===== src/rtl/day_count_to_calendar_date_top_defines.svh =====
// assertion macros for the day count to calendar date block
`ifndef DAY_COUNT_TO_CALENDAR_DATE_TOP_DEFINES_SVH
`define DAY_COUNT_TO_CALENDAR_DATE_TOP_DEFINES_SVH

`ifndef SYNTHESIS

// same-cycle implication, disabled while reset is asserted
`define DCCD_ASSERT_IMPL(label, clk, rst_n, ante, cons) \
	label: assert property (@(posedge clk) disable iff (!rst_n) (ante) |-> (cons)) \
	else $error("dccd assertion failed");

// next-cycle implication, disabled while reset is asserted
`define DCCD_ASSERT_NEXT(label, clk, rst_n, ante, cons) \
	label: assert property (@(posedge clk) disable iff (!rst_n) (ante) |=> (cons)) \
	else $error("dccd assertion failed");

`else

`define DCCD_ASSERT_IMPL(label, clk, rst_n, ante, cons)
`define DCCD_ASSERT_NEXT(label, clk, rst_n, ante, cons)

`endif

`endif


===== src/rtl/dccd_pkg.sv =====
// shared types, constants and month table for the day count to calendar date block
`default_nettype none

package dccd_pkg;

	// input beat
	typedef struct packed {
		logic [15:0] day_count;
		logic [10:0] minute_of_day;
		logic [11:0] tick_in_minute;
	} req_t;

	// result beat
	typedef struct packed {
		logic [11:0] year;
		logic [3:0]  month;
		logic [4:0]  day_of_month;
		logic [4:0]  hour;
		logic [5:0]  minute;
		logic [5:0]  second;
	} rsp_t;

	// sequencer status seen by the top level
	typedef struct packed {
		logic idle;
		logic done;
	} seq_status_t;

	// working value width of the shared subtract unit
	localparam int unsigned ACC_W = 17;

	localparam logic [ACC_W-1:0] EPOCH_SHIFT_DAYS = 17'd731;
	localparam logic [ACC_W-1:0] QUAD_DAYS        = 17'd1461;
	localparam logic [ACC_W-1:0] COMMON_YEAR_DAYS = 17'd365;
	localparam logic [ACC_W-1:0] LEAP_YEAR_DAYS   = 17'd366;
	localparam logic [ACC_W-1:0] TICKS_PER_SECOND = 17'd50;
	localparam logic [ACC_W-1:0] SIXTY            = 17'd60;
	localparam logic [11:0]      BASE_YEAR        = 12'd1976;
	localparam logic [4:0]       FEB_BASE_DAYS    = 5'd28;

	// index of december, the month walk never goes past it
	localparam logic [3:0] LAST_MONTH = 4'd11;

	// top bit position of each restoring division
	localparam logic [2:0] QUAD_TOP_BIT = 3'd5;
	localparam logic [2:0] HOUR_TOP_BIT = 3'd5;
	localparam logic [2:0] SEC_TOP_BIT  = 3'd6;

	// month length, february follows the leap flag
	function automatic logic [4:0] month_len(input logic [3:0] m, input logic leap);
		logic [4:0] len;
		case (m) inside
			4'd1: len = FEB_BASE_DAYS + {4'b0, leap};
			4'd3, 4'd5, 4'd8, 4'd10: len = 5'd30;
			default: len = 5'd31;
		endcase
		return len;
	endfunction

endpackage

`default_nettype wire


===== src/rtl/dccd_sub_unit.sv =====
// shared subtract and compare unit
`default_nettype none

module dccd_sub_unit (
	input  wire logic [dccd_pkg::ACC_W-1:0] a,
	input  wire logic [dccd_pkg::ACC_W-1:0] b,
	output logic      [dccd_pkg::ACC_W-1:0] diff,
	output logic                            ge
);

	logic [dccd_pkg::ACC_W:0] wide;

	// one wide subtract, borrow out gives the compare
	always_comb begin
		wide = {1'b0, a} - {1'b0, b};
		diff = wide[dccd_pkg::ACC_W-1:0];
		ge   = ~wide[dccd_pkg::ACC_W];
	end

endmodule

`default_nettype wire


===== src/rtl/dccd_seq.sv =====
// sequencer and working registers around the shared subtract unit
`default_nettype none

module dccd_seq (
	input  wire logic                 clk,
	input  wire logic                 arst_n,
	input  wire logic                 start,
	input  wire dccd_pkg::req_t       req,
	input  wire logic                 take,
	output dccd_pkg::seq_status_t     status,
	output dccd_pkg::rsp_t            rsp
);

	typedef enum logic [8:0] {
		ST_IDLE   = 9'b000000001,
		ST_QUAD   = 9'b000000010,
		ST_LEAP   = 9'b000000100,
		ST_YEAR   = 9'b000001000,
		ST_MONTH  = 9'b000010000,
		ST_HOUR   = 9'b000100000,
		ST_SEC    = 9'b001000000,
		ST_SECMOD = 9'b010000000,
		ST_DONE   = 9'b100000000
	} state_t;

	state_t state_q;
	logic [2:0] cnt_q;

	logic [dccd_pkg::ACC_W-1:0] acc_q;
	logic [6:0]  quot_q;
	logic [10:0] mins_q;
	logic [11:0] ticks_q;
	logic [11:0] year_q;
	logic        leap_q;
	logic [3:0]  mon_q;
	logic [4:0]  dom_q;
	logic [4:0]  hour_q;
	logic [5:0]  minute_q;
	logic [5:0]  second_q;

	logic [dccd_pkg::ACC_W-1:0] sub_b;
	logic [dccd_pkg::ACC_W-1:0] sub_diff;
	logic                       sub_ge;
	logic [6:0]                 quot_next;
	logic [dccd_pkg::ACC_W-1:0] rem;
	logic                       month_last;

	// subtrahend select for the current step
	always_comb begin
		unique case (state_q)
			ST_QUAD:   sub_b = dccd_pkg::QUAD_DAYS << cnt_q;
			ST_LEAP:   sub_b = dccd_pkg::LEAP_YEAR_DAYS;
			ST_YEAR:   sub_b = dccd_pkg::COMMON_YEAR_DAYS;
			ST_MONTH:  sub_b = {{(dccd_pkg::ACC_W-5){1'b0}},
				dccd_pkg::month_len(mon_q, leap_q)};
			ST_HOUR:   sub_b = dccd_pkg::SIXTY << cnt_q;
			ST_SEC:    sub_b = dccd_pkg::TICKS_PER_SECOND << cnt_q;
			ST_SECMOD: sub_b = dccd_pkg::SIXTY;
			default:   sub_b = '0;
		endcase
	end

	dccd_sub_unit u_sub (
		.a    (acc_q),
		.b    (sub_b),
		.diff (sub_diff),
		.ge   (sub_ge)
	);

	// restoring division step values
	assign quot_next  = {quot_q[5:0], sub_ge};
	assign rem        = sub_ge ? sub_diff : acc_q;
	assign month_last = !sub_ge || (mon_q == dccd_pkg::LAST_MONTH);

	// control state
	always_ff @(posedge clk or negedge arst_n) begin
		if (!arst_n) begin
			state_q <= ST_IDLE;
			cnt_q   <= '0;
		end else begin
			unique case (state_q)
				ST_IDLE: begin
					if (start) begin
						state_q <= ST_QUAD;
						cnt_q   <= dccd_pkg::QUAD_TOP_BIT;
					end
				end
				ST_QUAD: begin
					if (cnt_q == 3'd0) begin
						state_q <= ST_LEAP;
					end else begin
						cnt_q <= cnt_q - 3'd1;
					end
				end
				ST_LEAP: begin
					state_q <= sub_ge ? ST_YEAR : ST_MONTH;
				end
				ST_YEAR: begin
					if (!sub_ge) begin
						state_q <= ST_MONTH;
					end
				end
				ST_MONTH: begin
					if (month_last) begin
						state_q <= ST_HOUR;
						cnt_q   <= dccd_pkg::HOUR_TOP_BIT;
					end
				end
				ST_HOUR: begin
					if (cnt_q == 3'd0) begin
						state_q <= ST_SEC;
						cnt_q   <= dccd_pkg::SEC_TOP_BIT;
					end else begin
						cnt_q <= cnt_q - 3'd1;
					end
				end
				ST_SEC: begin
					if (cnt_q == 3'd0) begin
						state_q <= ST_SECMOD;
					end else begin
						cnt_q <= cnt_q - 3'd1;
					end
				end
				ST_SECMOD: begin
					state_q <= ST_DONE;
				end
				ST_DONE: begin
					if (take) begin
						state_q <= ST_IDLE;
					end
				end
				default: begin
					state_q <= ST_IDLE;
				end
			endcase
		end
	end

	// working registers
	always_ff @(posedge clk) begin
		unique case (state_q)
			ST_IDLE: begin
				if (start) begin
					acc_q   <= {1'b0, req.day_count} + dccd_pkg::EPOCH_SHIFT_DAYS;
					quot_q  <= '0;
					mins_q  <= req.minute_of_day;
					ticks_q <= req.tick_in_minute;
				end
			end
			// four-year cycles, then cycle start year
			ST_QUAD: begin
				acc_q  <= rem;
				quot_q <= quot_next;
				if (cnt_q == 3'd0) begin
					year_q <= dccd_pkg::BASE_YEAR + {4'b0, quot_next[5:0], 2'b00};
				end
			end
			// leap year at the head of the cycle
			ST_LEAP: begin
				leap_q <= !sub_ge;
				mon_q  <= '0;
				if (sub_ge) begin
					acc_q  <= sub_diff;
					year_q <= year_q + 12'd1;
				end
			end
			// common years that follow
			ST_YEAR: begin
				if (sub_ge) begin
					acc_q  <= sub_diff;
					year_q <= year_q + 12'd1;
				end
			end
			// month walk, then load minutes
			ST_MONTH: begin
				if (!month_last) begin
					acc_q <= sub_diff;
					mon_q <= mon_q + 4'd1;
				end else begin
					dom_q  <= acc_q[4:0] + 5'd1;
					acc_q  <= {{(dccd_pkg::ACC_W-11){1'b0}}, mins_q};
					quot_q <= '0;
				end
			end
			// minutes over sixty, then load ticks
			ST_HOUR: begin
				if (cnt_q == 3'd0) begin
					hour_q   <= quot_next[4:0];
					minute_q <= rem[5:0];
					acc_q    <= {{(dccd_pkg::ACC_W-12){1'b0}}, ticks_q};
					quot_q   <= '0;
				end else begin
					acc_q  <= rem;
					quot_q <= quot_next;
				end
			end
			// ticks over fifty
			ST_SEC: begin
				if (cnt_q == 3'd0) begin
					acc_q <= {{(dccd_pkg::ACC_W-7){1'b0}}, quot_next};
				end else begin
					acc_q  <= rem;
					quot_q <= quot_next;
				end
			end
			// seconds wrap at sixty, quotient stays below twice that
			ST_SECMOD: begin
				second_q <= rem[5:0];
			end
			default: begin
			end
		endcase
	end

	// status and result
	always_comb begin
		status.idle       = (state_q == ST_IDLE);
		status.done       = (state_q == ST_DONE);
		rsp.year          = year_q;
		rsp.month         = mon_q + 4'd1;
		rsp.day_of_month  = dom_q;
		rsp.hour          = hour_q;
		rsp.minute        = minute_q;
		rsp.second        = second_q;
	end

endmodule

`default_nettype wire


===== src/rtl/day_count_to_calendar_date_top.sv =====
// day count to calendar date: iterative converter with output register
// occupancy: one item at a time, the next beat is taken only after the last result is loaded into the output register
// work is serialised through the one subtract unit: 6 quad steps, 1 to 4 year and 1 to
// 12 month steps, 6 hour steps, 7 tick steps, one seconds wrap and one hand-off
// reset: arst_n clears the sequencer and the output valid, no other state
`default_nettype none
`include "day_count_to_calendar_date_top_defines.svh"

module day_count_to_calendar_date_top (
	input  wire logic           clk,
	input  wire logic           arst_n,
	input  wire logic           req_valid,
	output logic                req_stall,
	input  wire dccd_pkg::req_t req,
	output logic                rsp_valid,
	input  wire logic           rsp_stall,
	output dccd_pkg::rsp_t      rsp
);

	dccd_pkg::seq_status_t status;
	dccd_pkg::rsp_t        seq_rsp;
	logic                  start;
	logic                  rsp_load;
	logic                  rsp_valid_q;
	dccd_pkg::rsp_t        rsp_q;

	// input beat handshake
	assign req_stall = !status.idle;
	assign start     = req_valid && status.idle;

	// output register loads when empty or being drained
	assign rsp_load = status.done && (!rsp_valid_q || !rsp_stall);

	dccd_seq u_seq (
		.clk    (clk),
		.arst_n (arst_n),
		.start  (start),
		.req    (req),
		.take   (rsp_load),
		.status (status),
		.rsp    (seq_rsp)
	);

	// output valid
	always_ff @(posedge clk or negedge arst_n) begin
		if (!arst_n) begin
			rsp_valid_q <= 1'b0;
		end else if (rsp_load) begin
			rsp_valid_q <= 1'b1;
		end else if (!rsp_stall) begin
			rsp_valid_q <= 1'b0;
		end
	end

	// output payload
	always_ff @(posedge clk) begin
		if (rsp_load) begin
			rsp_q <= seq_rsp;
		end
	end

	assign rsp_valid = rsp_valid_q;
	assign rsp       = rsp_q;

	// checks
	`DCCD_ASSERT_NEXT(a_start_leaves_idle, clk, arst_n, start, !status.idle)
	`DCCD_ASSERT_NEXT(a_done_waits, clk, arst_n, status.done && !rsp_load, status.done)
	`DCCD_ASSERT_IMPL(a_month_range, clk, arst_n, rsp_valid, (rsp.month != 4'd0) && (rsp.month <= 4'd12))
	`DCCD_ASSERT_IMPL(a_day_range, clk, arst_n, rsp_valid, rsp.day_of_month != 5'd0)
	`DCCD_ASSERT_IMPL(a_time_range, clk, arst_n, rsp_valid, (rsp.minute < 6'd60) && (rsp.second < 6'd60))

endmodule

`default_nettype wire


===== config.mk =====
export PLATFORM = sky130hd
export DESIGN_NAME = day_count_to_calendar_date_top
export DESIGN_NICKNAME = d
export VERILOG_FILES = /design/src/rtl/dccd_pkg.sv /design/src/rtl/dccd_sub_unit.sv /design/src/rtl/dccd_seq.sv /design/src/rtl/day_count_to_calendar_date_top.sv
export VERILOG_INCLUDE_DIRS = /design/src /design/src/rtl
export SDC_FILE = /design/constraint.sdc
export NUM_CORES = 1
export LEC_CHECK = 0
export ABC_AREA = 0
export BUFFER_PORTS_ARGS = -buffer_cell sky130_fd_sc_hd__buf_2
export CAP_MARGIN = 20
export CORE_UTILIZATION = 54
export DETAILED_ROUTE_END_ITERATION = 6
export HOLD_SLACK_MARGIN = 0.15
export PLACE_DENSITY = 0.77
export SETUP_SLACK_MARGIN = 0.4
export SYNTH_ARGS = -nofsm -noshare
export SYNTH_HDL_FRONTEND = slang
export SYNTH_HIERARCHICAL = 1
export SYNTH_SLANG_ARGS = --single-unit

===== constraint.sdc =====
create_clock -name clk -period 5.5 [get_ports clk]
set_clock_uncertainty 0.1 [all_clocks]
set_input_delay 0.275 -clock clk [delete_from_list [all_inputs] [get_ports clk]]
set_output_delay 0.275 -clock clk [all_outputs]
set_load 0.01 [all_outputs]

==> impl_metrics.toml, run 1 <==
[status]
outcome = "complete, no violations"

[detailed_routing]
wl_mm = 20.47
wire_per_inst_um = 20.68
drt-initial-drc-count = 606
antenna_left = 0
remaining_drc_errors = 0
avgViaCountPerCell = 6.233
firstDrtPassIters = 5
vias = 6171

[timing]
slew_violations = 0
tns_ns = 0
hold_viol = 0
fmax_mhz = 203.8
worst_pin_slew_ns = 0.9858
slew-limit-headroom_pct = 34.28
setup_viol = 0
fin_crit_ns = 4.906
fin_hold_ws_ns = 0.1705
min_period_over_period_pct = 89.20
rsz0062_at_grt = "false"

[place]
gp_congestion = 0.9335
port_buffers = 82
dpl.cell_count = 930
hpwl_mm = 14.50

[power_and_ir_drop]
p_leak_uw = 0.003448
ir_worst_vdd_v = 0.0002232
power.density_nw_per_um2 = 435.3

[floorplan]
die_y_um = 120.7
core_sq_um = 13830
dieArea_sq_um = 14580
start_util_pct = 55.05
rows = 43
pin_count = 83
dieWidth_um = 120.7

[final_layout]
drive_above_1_share_pct = 21.60
fin_nets = 869
finish.utilization_pct = 66.69
num_antenna_cells = 0
fin_cells = 990
areaGrowthSynthToFinish_pct = 21.14

[setup_path]
cp_data_arrival_time_ns = 4.98
path_cells = "or4_4 -> nor3_1 -> and2_1 -> nor3_1 -> o31ai_1 -> inv_1 -> ha_1 -> o211ai_1 -> a21oi_1 -> nor2b_1 -> o21a_1 -> o21ai_4 -> and2_2 -> nor2_1 -> buf_4 -> a22o_1 -> o32a_1"
path_buf_inv = 2
critPathKind = "reg -> reg"
end_kind = "register"
cp_top_family = "simple AND/OR/NAND/NOR gates"
cpPeakStageDelay_ns = 0.61
critical_path.max_fanout = 15
cp.required_ns = 5.57
crit_top_cell = "nor3_1"
crit_path_start = "u_seq/state_q[4]"
r2r_start = "u_seq/state_q[4]"
start_kind = "register"
crit_slowest_cell = "or4_4"

[clock_tree]
clock_sinks = 136
root_buffer = "clkbuf_16"
numCtsBuffers = 17
clk_latency_ns = 0.43
path_clk_slew_ns = 0.07
cts_setup_buffers = 0
htree_levels = 4
ctsLongestPathBuffers = 2
cts_tree = "yes"

[synth]
postSynthAreaPerCell_sq_um = 11.15
ys_async_sr_fraction_pct = 9.559
syn_inst = 683
ys.flop_type = "edfxtp_1"
synth-seq-cells = 136
synth-edff-count = 123
synth_warnings = 6
syn_nets = 755
synth_cell_types = 78
synth_area_sq_um = 7612
synth_seq_area_share_pct = 52.81

[grt]
antenna_found_initial = 0
grt_max_degree = 39
grt_util_all_layers_pct = 29.06
first_global_vias = 5938
overflow = 0
grt_pass1_wl_mm = 31.59

[flow_run]
cap_violations = 0

[worst_hold_path]
hold_class = "in -> async"
## layout make-up
class	count	area (sq um)
clock buffer	17	425.4
clock inverter	15	163.9
multi-input combinational	476	3407
tap	180	225.2
inverter	40	150.1
sequential	136	4020
timing repair buffer	126	829.5
fill	1027	4606
## cells in the final DEF (no fill, tap or decap), drive strengths merged, types with 4 or more instances in the layout
cell type	Yosys	routed
edfxtp	123	123
buf	11	100
nor2	56	56
inv	40	47
nand2	41	41
a21oi	36	36
o21ai	32	32
ha	28	28
dlygate4sd3	0	26
xor2	26	26
nand3	20	20
nand4	18	18
clkbuf	20	17
xnor2	17	17
and2	17	17
nor3	14	14
dfrtp	12	12
a31oi	10	10
mux2	10	10
a22oi	10	10
o211ai	10	10
mux2i	8	8
or3	7	7
o22ai	7	7
o31ai	7	7
a21o	6	6
nor4	6	6
nand2b	5	5
o32a	5	5
a211oi	5	5
nor2b	4	4
o21a	4	4
a221o	4	4
a22o	4	4
and3	4	4
clkinv	0	4
or4b	4	4
## Yosys cell counts, types with 4 or more instances
cell type	number	area share (%)
o31ai_1	7	0.69
a22oi_1	10	0.99
nor3_1	13	0.85
nor4_1	4	0.33
mux2_2	10	1.5
nand4_1	17	1.4
edfxtp_1	123	49
a221o_1	4	0.53
a21oi_1	36	2.4
a211oi_1	5	0.49
ha_1	28	4.6
or3_1	7	0.58
mux2i_1	8	1.1
o22ai_1	7	0.58
nor2b_1	4	0.33
nand2b_1	5	0.41
a31oi_1	10	0.82
a21o_1	6	0.59
nand2_1	41	2.0
nand3_1	20	1.3
and2_1	16	1.3
buf_2	9	0.59
o21ai_0	29	1.9
a22o_1	4	0.46
nor2_1	56	2.8
clkbuf_1	19	0.94
inv_1	40	2.0
xor2_1	26	3.0
xnor2_1	17	2.0
o32a_1	5	0.66
o211ai_1	9	0.89
dfrtp_1	12	3.9
o21a_1	4	0.39
## metrics by stage
| step | worst slack (ns) | area [sq um] | total power (uW) |
|---|---|---|---|
| 6_report | 0.5940 | 9221 | 4014 |
| 5_1_grt | 0.3750 | 9221 | 4200 |
| 4_1_cts | 0.4486 | 9106 | 3952 |
| 3_5_place_dp | 0.3565 | 8250 | 2792 |
| 3_3_place_gp | 0.5094 | 8250 | 2771 |
| 2_1_floorplan | 0.4978 | 7624 | 2412 |
## repair_timing
action | in CTS | in global routing
hold endpoints to repair | 38 | 0
endpoints found under the setup margin | 21 | 37
resized for setup | 1 | 15
hold buffers | 26 | 0
pin swaps | 0 | 1
## where the power goes
part | internal (uW) | switching [uW] | total (uW)
registers | 1330 | 120 | 1450
clock network | 677 | 464 | 1140
logic | 549 | 877 | 1430
## flip-flops by register name, summed over array words and instances (netlist names), 3 cells and up
register        cells
u_seq/mins_q       11
u_seq/year_q       12
u_seq/hour_q        5
u_seq/ticks_q      12
u_seq/state_q       9
u_seq/acc_q        17
rsp                38
u_seq/cnt_q         3
u_seq/quot_q        6
u_seq/dom_q         5
u_seq/mon_q         4
u_seq/second_q      6
u_seq/minute_q      6
## routing by layer
layer	track usage [%]	wire length (um)	share of wire (%)	up-vias
li1	-	-	-	2834
met5	0	0	0	-
met2	48.56	10080	49	303
met4	14.27	811	4.0	0
met3	6.981	1378	6.7	53
met1	35.17	8199	40	2981
## logic make-up after synthesis
kind of cell	Yosys count	share of synthesized area, %
AO/OA/AOI/OAI	171	15.78
XOR/XNOR	43	4.947
adder cells (fa/ha/maj)	29	4.865
buffers and inverters	71	3.813
flip-flops	136	52.81
multiplexers	18	2.531
AND/OR/NAND/NOR	215	15.25
## worst register-to-register path, cell delays in order, from the launching register on
cell,delay [ns]
dfrtp_1,0.48
or4_4,0.61
nor3_1,0.42
and2_1,0.24
nor3_1,0.07
o31ai_1,0.10
inv_1,0.10
ha_1,0.38
o211ai_1,0.12
a21oi_1,0.20
nor2b_1,0.14
o21a_1,0.25
o21ai_4,0.28
and2_2,0.26
nor2_1,0.06
buf_4,0.21
a22o_1,0.29
o32a_1,0.33
## final timing paths
kind	to	slack, ns	depth (start not counted)
min in group clk	u_seq/acc_q[13]	0.20	3
max reg2reg	u_seq/acc_q[8]	0.59	17
min reg2reg	rsp[19]	0.32	0
min	u_seq/cnt_q[1]	0.17	2
max in group asynchronous	u_seq/state_q[0]	4.84	2
max	u_seq/acc_q[8]	0.59	17
Note: power is estimated with default switching activity, not from simulation.
==> inputs of run 2 (changes only) <==
Settings changed: CORE_ASPECT_RATIO from default to 1.1.
==> run 2 against run 1 <==
  * First-iteration DRC count down 22%
  * Cell count grew 1.5%
  * Non-clock buffer count increased by 7
  * Sequential power hardly changed
  * Largest power group unchanged
==> impl_metrics.toml, run 2 (synthesis gave the netlist of run 1 again) <==
[timing]
worst_pin_slew_ns = 0.7781
slew-limit-headroom_pct = 47.58
fin_hold_ws_ns = 0.1612
fmax_mhz = 203.5
slew_violations = 0
hold_viol = 0
setup_viol = 0
min_period_over_period_pct = 89.36
rsz0062_at_grt = "false"
fin_crit_ns = 4.915
tns_ns = 0

[clock_tree]
htree_levels = 4
cts_tree = "yes"
clk_latency_ns = 0.43
ctsLongestPathBuffers = 2
path_clk_slew_ns = 0.06
clock_sinks = 136
root_buffer = "clkbuf_16"
numCtsBuffers = 17

[grt]
grt_util_all_layers_pct = 29.98
antenna_found_initial = 0
grt_max_degree = 39
first_global_vias = 6024
overflow = 0
grt_pass1_wl_mm = 32.10

[detailed_routing]
remaining_drc_errors = 0
wl_mm = 20.72
drt-initial-drc-count = 475
firstDrtPassIters = 4
vias = 6144
antenna_left = 0
wire_per_inst_um = 20.62
avgViaCountPerCell = 6.113

[final_layout]
ff_latch_area_sq_um = 4020
num_antenna_cells = 0
largest_reg_flops = 38
areaGrowthSynthToFinish_pct = 21.60
drive_above_1_share_pct = 22.77
n_fill_cell = 1028
fin_nets = 876
multiInputGateArea_sq_um = 3398
reg_top3 = "rsp x38, u_seq/acc_q x17"
final_common_cell = "edfxtp_1"
regMostFlops = "rsp"
final_cell_mix = "edfxtp_1, buf_2, nor2_1"

[setup_path]
critPathKind = "reg -> reg"
end_kind = "register"
crit_path_start = "u_seq/state_q[4]"
cp_data_arrival_time_ns = 4.97
critical_path.max_fanout = 21
start_kind = "register"
cp.required_ns = 5.56
r2r_start = "u_seq/state_q[4]"

[floorplan]
start_util_pct = 55.18
dieArea_sq_um = 14580
dieWidth_um = 115.2
rows = 45
core_sq_um = 13790
pin_count = 83
die_y_um = 126.5

[power_and_ir_drop]
power.density_nw_per_um2 = 429.4
p_leak_uw = 0.003468
ir_worst_vdd_v = 0.0002101

[worst_hold_path]
hold_class = "in -> reg"
min_from = "req_valid"

[place]
gp_congestion = 0.9684
port_buffers = 82
hpwl_mm = 15.30

[flow_run]
cap_violations = 0

[status]
outcome = "complete, no violations"
[run 2: cell count changes in the layout (fill, tap and decap cells not counted), sizes merged]
cell and change:
buf +8, bufinv -2, clkinv -1, inv +1, clkinvlp +2, dlygate4sd3 -1
[run 2: worst paths after layout]
kind                                     to  slack [ns]  depth (start not counted)
max                          u_seq/acc_q[2]        0.59                         16
min                        u_seq/state_q[0]        0.16                          3
max reg2reg                  u_seq/acc_q[2]        0.59                         16
min reg2reg                         rsp[14]        0.32                          0
max in group asynchronous  u_seq/state_q[0]        4.81                          2
min in group asynchronous  u_seq/state_q[1]        0.18                          2
[run 2: area by class of cell]
type                       instances  area share, %
timing repair buffer             133          9.638
multi-input combinational        476          36.71
inverter                          40          1.622
sequential                       136          43.43
tap                              188          2.541
clock inverter                    15          1.460
clock buffer                      17          4.596
[run 2: what timing repair did]
item / CTS / global route
hold buffers: 25 / 0
setup buffers: 0 / 3
hold endpoints to repair: 37 / 0
pin swaps: 0 / 2
endpoints found under the setup margin: 1 / 33
gates resized for setup: 1 / 14
[run 2: per-stage QoR]
stage / instances / power [uW] / utilization, % / worst slack (ns) / area [sq um]
floorplan: 683 / 2412 / - / 0.4978 / 7624
global placement: 942 / 2816 / 60.19 / 0.5115 / 8303
detailed placement: 944 / 2858 / 60.47 / 0.3599 / 8342
CTS: 1001 / 3947 / 66.39 / 0.4863 / 9159
global route: 1005 / 4166 / 67.10 / 0.4071 / 9256
finish: 1005 / 3975 / 67.10 / 0.5854 / 9256
[run 2: report_power, final]
| part | internal [uW] | switching, uW | total (uW) |
|---|---|---|---|
| Sequential | 1330 | 123 | 1450 |
| Clock | 593 | 482 | 1070 |
| Combinational | 560 | 891 | 1450 |
| Total | 2480 | 1500 | 3970 |
[run 2: routing by layer]
| metal | GRT usage, % | up-vias | share of wire, % |
|---|---|---|---|
| li1 | - | 2844 | - |
| met1 | 36.02 | 2968 | 39 |
| met2 | 51.70 | 278 | 51 |
| met3 | 4.969 | 54 | 5.6 |
| met4 | 15.13 | 0 | 3.9 |
| met5 | 0 | - | 0 |
[run 2: worst max-delay path, stage by stage, from the launching register on]
cell	delay, ns
dfrtp_1	0.49
or4_4	0.61
or3_1	0.40
nor3b_2	0.32
a221o_1	0.24
inv_1	0.10
ha_1	0.28
nand2b_1	0.07
a21oi_1	0.22
nor2b_1	0.15
o21a_1	0.26
o21ai_4	0.26
buf_12	0.20
buf_4	0.16
mux2_2	0.35
a221oi_1	0.31
a31oi_1	0.12
